File: config.mk
export PLATFORM = sky130hd
export DESIGN_NAME = battery_status_led_sequencer
export DESIGN_NICKNAME = d
export VERILOG_FILES = /design/src/hw/rtl/bsls_pkg.sv /design/src/hw/rtl/battery_status_led_sequencer.sv
export SDC_FILE = /design/constraint.sdc
export NUM_CORES = 1
export LEC_CHECK = 0
export ABC_AREA = 1
export BUFFER_PORTS_ARGS = -buffer_cell sky130_fd_sc_hd__buf_2
export CORE_MARGIN = 4
export CORE_UTILIZATION = 25
export DETAILED_ROUTE_END_ITERATION = 8
export GPL_ROUTABILITY_DRIVEN = 0
export SETUP_SLACK_MARGIN = 0.4
export SYNTH_ARGS = -nofsm -noshare
export SYNTH_HDL_FRONTEND = slang
export SYNTH_SLANG_ARGS = --single-unit
File: constraint.sdc
create_clock -name clk -period 14.7 [get_ports clk]
set_input_delay 0.735 -clock clk [delete_from_list [all_inputs] [get_ports clk]]
set_output_delay 0.735 -clock clk [all_outputs]
set_load 0.01 [all_outputs]
File: src/hw/rtl/bsls_pkg.sv
package bsls_pkg;

  // configuration register indexes
  localparam logic [2:0] REG_FAULT_BLINK   = 3'd0;
  localparam logic [2:0] REG_CHARGE_BLINK  = 3'd1;
  localparam logic [2:0] REG_HB_OFF        = 3'd2;
  localparam logic [2:0] REG_HB_ON         = 3'd3;
  localparam logic [2:0] REG_BAL_BLINK     = 3'd4;
  localparam logic [2:0] REG_BAL_SPREAD    = 3'd5;
  localparam logic [2:0] REG_BAL_PACK      = 3'd6;
  localparam logic [2:0] REG_MIN_CEILING   = 3'd7;

  // register reset values
  localparam logic [15:0] RST_FAULT_BLINK  = 16'd100;
  localparam logic [15:0] RST_CHARGE_BLINK = 16'd500;
  localparam logic [15:0] RST_HB_OFF       = 16'd2900;
  localparam logic [15:0] RST_HB_ON        = 16'd100;
  localparam logic [15:0] RST_BAL_BLINK    = 16'd250;
  localparam logic [15:0] RST_BAL_SPREAD   = 16'd100;
  localparam logic [16:0] RST_BAL_PACK     = 17'd45000;
  localparam logic [15:0] RST_MIN_CEILING  = 16'd5000;

  // system states
  localparam logic [1:0] SYS_CHARGING = 2'd2;
  localparam logic [1:0] SYS_FAULT    = 2'd3;

  // item functions
  localparam logic FUNC_CELL_WRITE = 1'b0;
  localparam logic FUNC_UPDATE     = 1'b1;

  // sequencer states
  localparam logic [3:0] ST_IDLE       = 4'd0;
  localparam logic [3:0] ST_SYS_DIFF   = 4'd1;
  localparam logic [3:0] ST_SYS_CMP    = 4'd2;
  localparam logic [3:0] ST_SCAN       = 4'd3;
  localparam logic [3:0] ST_SPREAD     = 4'd4;
  localparam logic [3:0] ST_BAL_SPREAD = 4'd5;
  localparam logic [3:0] ST_BAL_PACK   = 4'd6;
  localparam logic [3:0] ST_BAL_DIFF   = 4'd7;
  localparam logic [3:0] ST_BAL_CMP    = 4'd8;
  localparam logic [3:0] ST_DONE       = 4'd9;

  typedef logic [32:0] alu_res_t;

endpackage

File: src/hw/rtl/battery_status_led_sequencer.sv
// timing: a cell-write transaction is stored at its accept edge and gives no result; an
//   update result is registered in ST_DONE after the time, scan (skipped with pack voltage
//   0) and balance states, waiting there while a stalled previous result holds it back
// throughput: cell writes back to back while idle; no new item is taken until an update is
//   done, the single shared 33-bit subtractor doing every time, scan and threshold test
// reset: synchronous active-high rst restores register defaults, clears cells, stamps and led levels
module battery_status_led_sequencer import bsls_pkg::*; #(
  parameter int NUM_CELLS = 15
) (
  input  logic        clk,
  input  logic        rst,
  // configuration write port
  input  logic        cfg_wen,
  input  logic [2:0]  cfg_addr,
  input  logic [16:0] cfg_wdata,
  // input channel
  input  logic        in_valid,
  output logic        in_stall,
  input  logic        func,
  input  logic [3:0]  cell_index,
  input  logic [15:0] cell_voltage,
  input  logic [31:0] now_ms,
  input  logic [1:0]  system_state,
  input  logic [16:0] total_voltage,
  // output channel
  output logic        out_valid,
  input  logic        out_stall,
  output logic        sys_led,
  output logic        bal_led,
  output logic        balancing,
  output logic [15:0] cell_spread
);

  localparam int CW = (NUM_CELLS > 1) ? $clog2(NUM_CELLS) : 1;
  localparam logic [5:0] NCELLS = 6'(NUM_CELLS);
  localparam logic [CW-1:0] LAST_CELL = CW'(NUM_CELLS - 1);

  // configuration registers
  logic [15:0] fault_blink_ms;
  logic [15:0] charge_blink_ms;
  logic [15:0] heartbeat_off_ms;
  logic [15:0] heartbeat_on_ms;
  logic [15:0] balance_blink_ms;
  logic [15:0] balance_spread_mv;
  logic [16:0] balance_pack_mv;
  logic [15:0] min_ceiling_mv;

  // persistent led state
  logic [15:0] cell_store [NUM_CELLS];
  logic [31:0] sys_led_stamp;
  logic [31:0] bal_led_stamp;
  logic        heartbeat_lit;
  logic        sys_led_level;
  logic        bal_led_level;

  // working registers of one update
  logic [3:0]    state;
  logic [31:0]   now_q;
  logic [1:0]    sys_state_q;
  logic [16:0]   total_q;
  logic [31:0]   delta;
  logic [15:0]   vmax;
  logic [15:0]   vmin;
  logic [15:0]   spread;
  logic          spread_ok;
  logic          bal_flag;
  logic [CW-1:0] cnt;
  logic          phase;  // 0 max test, 1 min test

  // shared subtractor: res = a - b, bit 32 is the borrow (a < b)
  logic [31:0] alu_a;
  logic [31:0] alu_b;
  alu_res_t    alu_res;
  logic        alu_lt;
  logic [15:0] cur_cell;
  logic [15:0] sys_period;
  logic        in_accept;
  logic        out_free;

  assign alu_res   = {1'b0, alu_a} - {1'b0, alu_b};
  assign alu_lt    = alu_res[32];
  assign cur_cell  = cell_store[cnt];
  assign in_stall  = (state != ST_IDLE);
  assign in_accept = in_valid && !in_stall;
  assign out_free  = !out_valid || !out_stall;

  // period for the system led, chosen by mode and heartbeat phase
  always_comb begin
    if (sys_state_q == SYS_FAULT) begin
      sys_period = fault_blink_ms;
    end else if (sys_state_q == SYS_CHARGING) begin
      sys_period = charge_blink_ms;
    end else if (!heartbeat_lit) begin
      sys_period = heartbeat_off_ms;
    end else begin
      sys_period = heartbeat_on_ms;
    end
  end

  // operand select for the shared unit
  always_comb begin
    alu_a = '0;
    alu_b = '0;
    unique case (state)
      ST_SYS_DIFF: begin
        alu_a = now_q;
        alu_b = sys_led_stamp;
      end
      ST_SYS_CMP: begin
        alu_a = delta;
        alu_b = {16'd0, sys_period};
      end
      ST_SCAN: begin
        if (!phase) begin
          alu_a = {16'd0, vmax};
          alu_b = {16'd0, cur_cell};
        end else begin
          alu_a = {16'd0, cur_cell};
          alu_b = {16'd0, vmin};
        end
      end
      ST_SPREAD: begin
        alu_a = {16'd0, vmax};
        alu_b = {16'd0, vmin};
      end
      ST_BAL_SPREAD: begin
        alu_a = {16'd0, spread};
        alu_b = {16'd0, balance_spread_mv};
      end
      ST_BAL_PACK: begin
        // total > threshold is threshold - total borrowing
        alu_a = {15'd0, balance_pack_mv};
        alu_b = {15'd0, total_q};
      end
      ST_BAL_DIFF: begin
        alu_a = now_q;
        alu_b = bal_led_stamp;
      end
      ST_BAL_CMP: begin
        alu_a = delta;
        alu_b = {16'd0, balance_blink_ms};
      end
      default: begin
        alu_a = '0;
        alu_b = '0;
      end
    endcase
  end

  // configuration registers
  always_ff @(posedge clk) begin
    if (rst) begin
      fault_blink_ms    <= RST_FAULT_BLINK;
      charge_blink_ms   <= RST_CHARGE_BLINK;
      heartbeat_off_ms  <= RST_HB_OFF;
      heartbeat_on_ms   <= RST_HB_ON;
      balance_blink_ms  <= RST_BAL_BLINK;
      balance_spread_mv <= RST_BAL_SPREAD;
      balance_pack_mv   <= RST_BAL_PACK;
      min_ceiling_mv    <= RST_MIN_CEILING;
    end else if (cfg_wen) begin
      unique case (cfg_addr)
        REG_FAULT_BLINK:  fault_blink_ms    <= cfg_wdata[15:0];
        REG_CHARGE_BLINK: charge_blink_ms   <= cfg_wdata[15:0];
        REG_HB_OFF:       heartbeat_off_ms  <= cfg_wdata[15:0];
        REG_HB_ON:        heartbeat_on_ms   <= cfg_wdata[15:0];
        REG_BAL_BLINK:    balance_blink_ms  <= cfg_wdata[15:0];
        REG_BAL_SPREAD:   balance_spread_mv <= cfg_wdata[15:0];
        REG_BAL_PACK:     balance_pack_mv   <= cfg_wdata;
        REG_MIN_CEILING:  min_ceiling_mv    <= cfg_wdata[15:0];
        default: ;
      endcase
    end
  end

  // cell store: written straight from the input channel, out of range index dropped
  always_ff @(posedge clk) begin
    if (rst) begin
      for (int i = 0; i < NUM_CELLS; i++) begin
        cell_store[i] <= '0;
      end
    end else if (in_accept && func == FUNC_CELL_WRITE && {2'b00, cell_index} < NCELLS) begin
      cell_store[CW'(cell_index)] <= cell_voltage;
    end
  end

  // sequencer
  always_ff @(posedge clk) begin
    if (rst) begin
      state         <= ST_IDLE;
      sys_led_stamp <= '0;
      bal_led_stamp <= '0;
      heartbeat_lit <= 1'b0;
      sys_led_level <= 1'b0;
      bal_led_level <= 1'b0;
      out_valid     <= 1'b0;
      cnt           <= '0;
      phase         <= 1'b0;
    end else begin
      // a taken result drops valid unless a new one is loaded this cycle
      if (out_valid && !out_stall && state != ST_DONE) begin
        out_valid <= 1'b0;
      end
      unique case (state)
        ST_IDLE: begin
          if (in_accept && func == FUNC_UPDATE) begin
            now_q       <= now_ms;
            sys_state_q <= system_state;
            total_q     <= total_voltage;
            state       <= ST_SYS_DIFF;
          end
        end
        ST_SYS_DIFF: begin
          delta <= alu_res[31:0];
          state <= ST_SYS_CMP;
        end
        ST_SYS_CMP: begin
          if (!alu_lt) begin
            sys_led_stamp <= now_q;
            if (sys_state_q == SYS_FAULT || sys_state_q == SYS_CHARGING) begin
              sys_led_level <= !sys_led_level;
            end else begin
              // heartbeat flips between lit and dark phase
              sys_led_level <= !heartbeat_lit;
              heartbeat_lit <= !heartbeat_lit;
            end
          end
          vmax  <= '0;
          vmin  <= min_ceiling_mv;
          cnt   <= '0;
          phase <= 1'b0;
          // unknown pack voltage skips the scan
          state <= (total_q != '0) ? ST_SCAN : ST_SPREAD;
        end
        ST_SCAN: begin
          if (!phase) begin
            if (alu_lt) begin
              vmax <= cur_cell;
            end
            phase <= 1'b1;
          end else begin
            if (alu_lt) begin
              vmin <= cur_cell;
            end
            phase <= 1'b0;
            if (cnt == LAST_CELL) begin
              state <= ST_SPREAD;
            end else begin
              cnt <= cnt + 1'b1;
            end
          end
        end
        ST_SPREAD: begin
          spread <= alu_res[15:0];
          state  <= ST_BAL_SPREAD;
        end
        ST_BAL_SPREAD: begin
          spread_ok <= !alu_lt;
          state     <= ST_BAL_PACK;
        end
        ST_BAL_PACK: begin
          if (spread_ok && alu_lt) begin
            bal_flag <= 1'b1;
            state    <= ST_BAL_DIFF;
          end else begin
            // no balancing: led forced dark, stamp kept
            bal_flag      <= 1'b0;
            bal_led_level <= 1'b0;
            state         <= ST_DONE;
          end
        end
        ST_BAL_DIFF: begin
          delta <= alu_res[31:0];
          state <= ST_BAL_CMP;
        end
        ST_BAL_CMP: begin
          if (!alu_lt) begin
            bal_led_level <= !bal_led_level;
            bal_led_stamp <= now_q;
          end
          state <= ST_DONE;
        end
        ST_DONE: begin
          // wait here while the previous result is still held
          if (out_free) begin
            out_valid   <= 1'b1;
            sys_led     <= sys_led_level;
            bal_led     <= bal_led_level;
            balancing   <= bal_flag;
            cell_spread <= spread;
            state       <= ST_IDLE;
          end
        end
        default: begin
          state <= ST_IDLE;
        end
      endcase
    end
  end

endmodule

==> results <==
- The max-slew violation count is 0.
- Counting the buffers created by CTS gives 69.
- The final layout contains 3,159 nets.
- Counting instances, the worst hold path has a depth of 1.
- The worst hold path terminates at total_q[0].
- The mean post-synth cell area is 9.28 sq um.
- Measured against its own limit, the worst slew margin works out to 18.1%.
- The core region is 0.109 sq mm.
- The die is 341 um wide.
- In the post-synthesis netlist, the biggest area contributors are sky130_fd_sc_hd__edfxtp_1 44%, sky130_fd_sc_hd__dfxtp_1 15%, sky130_fd_sc_hd__nor2_1 10%.
- The start point of the worst min-delay path is total_voltage[0].
- After synthesis the cells add up to ~0.028 sq mm.
- The share of layout cells above drive strength 1 is 9.61%.
- The type of the setup path with the least slack is reg -> reg.
- The total power divided by cell area is ~180 mW/mm^2.
- The final setup violation count is 0.
- For the finished layout, the period the worst path requires is 6.20 ns.
- The leading cell type by number of instances after synthesis is sky130_fd_sc_hd__nor2_1.
- Hold is met by 0.283 ns.
- The number of warnings issued by yosys is 0.
- Static timing analysis puts the maximum clock frequency at 0.161 GHz.
- The initial antenna violation count came to 3.
- The part of the cycle the worst path needs is 42.2%.
- The routed wirelength normalized by instance count is 19.9 um.
- The master cell of the clock root buffer is sky130_fd_sc_hd__clkbuf_16.
- In the synthesized netlist the dominant register cell turns out to be sky130_fd_sc_hd__edfxtp_1.
- The number of cells traversed by the worst register-to-register path is 23.
- Summed over all cells, the static leakage comes to 12.3 nW.
- For the final routed database, the setup TNS stands at 0 ns.
- In this run the critical register-to-register path is captured at bal_led_level.
- The via count of the first global-routing pass is 20,825.
- The final antenna-violating net count is 0.
- The quantity of gates resized following cts is 0.
- For this block, the initial DRC count from the detailed router was 2,672.
- Clock latency on the worst-skew pair, taken at its later pin, is 0.63 ns.
- The overall die area is 0.116 sq mm.
- The detailed-route DRC error count is 0.
- The post-layout worst setup margin is 8.50 ns.
- The number of hold buffers added after CTS was 0.
- The worst-case IR drop observed on VDD is 94.2 uV.
- Using the TritonRoute via totals, the vias-per-cell ratio works out to 4.86.
- The maximum buffer depth of the clock tree is 3.
- Pin placement for this block handled 118 I/O pins.
- The setup slack of the worst register-to-register path is roughly 8.5 ns.
- The distinct cell type count after synthesis is 50.
- The critical path capture point type is a flop.
- TritonCTS built the clock tree.
- The iteration count of the initial detailed-routing pass is 5.
- The placed cell count is 4,432.
- The flow ran to the end, and the final reports show no timing, DRC or antenna violations.
- The initial standard-cell utilization of the core is 25.3%.
- After the flow finishes, the layout carries non-filler instances totaling 4,558.
- The number of sinks handled by clock tree synthesis is a little over 600.
- The hold violation count in the final report is 0.
- The register area share after synthesis is 59.4%.
- The share of flip-flops with an asynchronous set or reset after synthesis is 0%.
- The total overflow left after global routing is 0.
- The clock transition at the registers of the reported paths is 0.06 ns.
- OpenSTA, run right after detailed placement, puts the worst setup slack at 8.63 ns.
- Max-cap violations in this run came to 0.
- For this run, the total global-route usage over all layers was measured as roughly 15%.
- The global-route wire length before repair is around 130,000 um.
- Setup repair after global routing left no endpoint under its margin.
- In this run, synthesis produced a sequential element count of 618.
- The total wire length after detailed routing is 90,600 um.
- From bottom edge to top edge, the die measures ~340 um.
- Fill cells in the final layout number 11,486.
- Of all cell types, the one taking the most synthesized area is sky130_fd_sc_hd__edfxtp_1.
- The data arrival time at the worst-slack endpoint is 6.74 ns.
- The initialized floorplan defines 121 standard-cell rows.
- The required time of the critical path is 15.24 ns.
- The layout overhead on the synthesized area is 14.8%.
- Detailed routing inserted a total of ~22,000 vias.
- Counting flops with a built-in enable in the synthesized netlist gives 408.
- Entering global routing, the biggest net connects 126 pins.
- The commonest cells after synthesis are 759 x sky130_fd_sc_hd__nor2_1, 408 x sky130_fd_sc_hd__edfxtp_1, 336 x sky130_fd_sc_hd__nand2_1, 336 x sky130_fd_sc_hd__o21ai_0, 210 x sky130_fd_sc_hd__dfxtp_1.
- Post-CTS timing repair inserted 0 buffers for setup.
- The total area of multi-input combinational cells is 0.00985 sq mm.
- The min-delay analysis places its worst path in the category in -> reg.
- The type of origin of the critical path is a flop.
- Registers take 0.0165 sq mm.
- CTS built an H-tree with a depth of 3.
- The HPWL after detailed placement is 59,600 um.
- Of all nets on the critical path, the largest fanout is 34.
- For the final database, setup skew stands at 0.0327 ns.
- The cell count after synthesis came out at 2,988.
- Input and output buffers added on the ports amount to approximately 120.
- The slew at the pin closest to its max-slew limit is 1.23 ns.
- Of the post-synthesis cell area, the dominant cell type holds around 44%.
- The startpoint of the worst-slack reg-to-reg timing path is state[0].
[power by group]
part / internal [W] / leakage (nW) / switching, W
logic: 0.000545 / 5.54 / 0.00118
clock network: 0.000981 / 1.06 / 0.000723
registers: 0.00213 / 5.73 / 0.0000744
total: 0.00365 / 12.3 / 0.00198
[logic make-up after synthesis]
| family | Yosys count | share of synthesized area, % |
|---|---|---|
| AO/OA/AOI/OAI | 656 | 14.2 |
| XOR/XNOR | 29 | 0.916 |
| adder cells (fa/ha/maj) | 35 | 1.61 |
| buffers and inverters | 379 | 5.42 |
| flip-flops | 618 | 59.4 |
| other | 1 | 0.0135 |
| AND/OR/NAND/NOR | 1270 | 18.5 |
[worst max-delay path, stage by stage, from the launching register on]
cell and delay (ns):
sky130_fd_sc_hd__dfxtp_1 0.40, sky130_fd_sc_hd__inv_1 0.06, sky130_fd_sc_hd__nor2_1 0.19, sky130_fd_sc_hd__nand2_1 0.31
sky130_fd_sc_hd__inv_1 0.78, sky130_fd_sc_hd__nor2_1 0.21, sky130_fd_sc_hd__inv_1 0.91, sky130_fd_sc_hd__a21oi_1 0.25
sky130_fd_sc_hd__and3_1 0.24, sky130_fd_sc_hd__ha_1 0.18, sky130_fd_sc_hd__inv_1 0.10, sky130_fd_sc_hd__fa_1 0.22
sky130_fd_sc_hd__nand2_1 0.06, sky130_fd_sc_hd__nand2_1 0.09, sky130_fd_sc_hd__nand3_1 0.09, sky130_fd_sc_hd__nand2_1 0.15
sky130_fd_sc_hd__nand2_1 0.08, sky130_fd_sc_hd__nand2_2 0.10, sky130_fd_sc_hd__nand2_1 0.13, sky130_fd_sc_hd__nand2_2 0.17
sky130_fd_sc_hd__nand2_2 0.39, sky130_fd_sc_hd__inv_2 0.65, sky130_fd_sc_hd__o21ai_0 0.15, sky130_fd_sc_hd__nor2_1 0.13
[worst max path at each step]
stage / start / end / cells after the start
after floorplan: rst / now_q[0] / 2
after global placement: state[0] / bal_led_level / 23
after detailed placement: state[0] / bal_led_level / 23
after CTS: state[0] / bal_led_level / 23
after global routing: state[0] / bal_led_level / 23
final: state[0] / bal_led_level / 23
[flip-flops by register name, summed over array words and instances, names as in the netlist, 16 cells and up, named ones only]
name and flops:
fault_blink_ms 16, sys_led_stamp 32, now_q 32, vmin 16
total_q 17, heartbeat_off_ms 16, balance_spread_mv 16, charge_blink_ms 16
cell_spread 16, balance_blink_ms 16, bal_led_stamp 32, min_ceiling_mv 16
spread 16, heartbeat_on_ms 16, cell_store 256, delta 32
balance_pack_mv 17, vmax 16
[layout by cell type, fill, tap and decap left out, types with 44 or more instances in the layout]
cell type | netlist | final
sky130_fd_sc_hd__edfxtp_1 | 408 | 408
sky130_fd_sc_hd__nand3_1 | 91 | 91
sky130_fd_sc_hd__o21ai_0 | 336 | 336
sky130_fd_sc_hd__dfxtp_1 | 210 | 208
sky130_fd_sc_hd__clkbuf_16 | 0 | 71
sky130_fd_sc_hd__a22o_1 | 44 | 44
sky130_fd_sc_hd__inv_1 | 178 | 177
sky130_fd_sc_hd__nand2_1 | 336 | 336
sky130_fd_sc_hd__buf_2 | 25 | 117
sky130_fd_sc_hd__nor2_1 | 759 | 758
sky130_fd_sc_hd__a21oi_1 | 81 | 81
[layout make-up]
| type | count | share of cell area, % |
|---|---|---|
| timing repair buffer | 138 | 2.34 |
| clock inverter | 31 | 0.869 |
| multi-input combinational | 2006 | 31.0 |
| clock buffer | 93 | 5.97 |
| sequential | 618 | 51.7 |
| inverter | 194 | 2.30 |
| tap | 1476 | 5.80 |
| antenna | 2 | 0.0157 |
[per-stage QoR]
step,total power (W),area [sq um],util [%]
detailed placement,0.00393,29600,27.1
CTS,0.00563,31800,29.1
global placement,0.00391,29600,27.1
finish,0.00563,31800,29.1
floorplan,0.00344,27800,-
global route,0.00592,31800,29.1
[layer usage]
metal | up-vias | track usage, % | wire length [um]
li1 | 10303 | - | -
met1 | 10765 | 20.7 | 38500
met2 | 944 | 24.4 | 42400
met3 | 136 | 2.48 | 7450
met4 | 2 | 4.20 | 2190
met5 | - | 0 | 7
No activity file was read; power rests on OpenSTA's default activity.
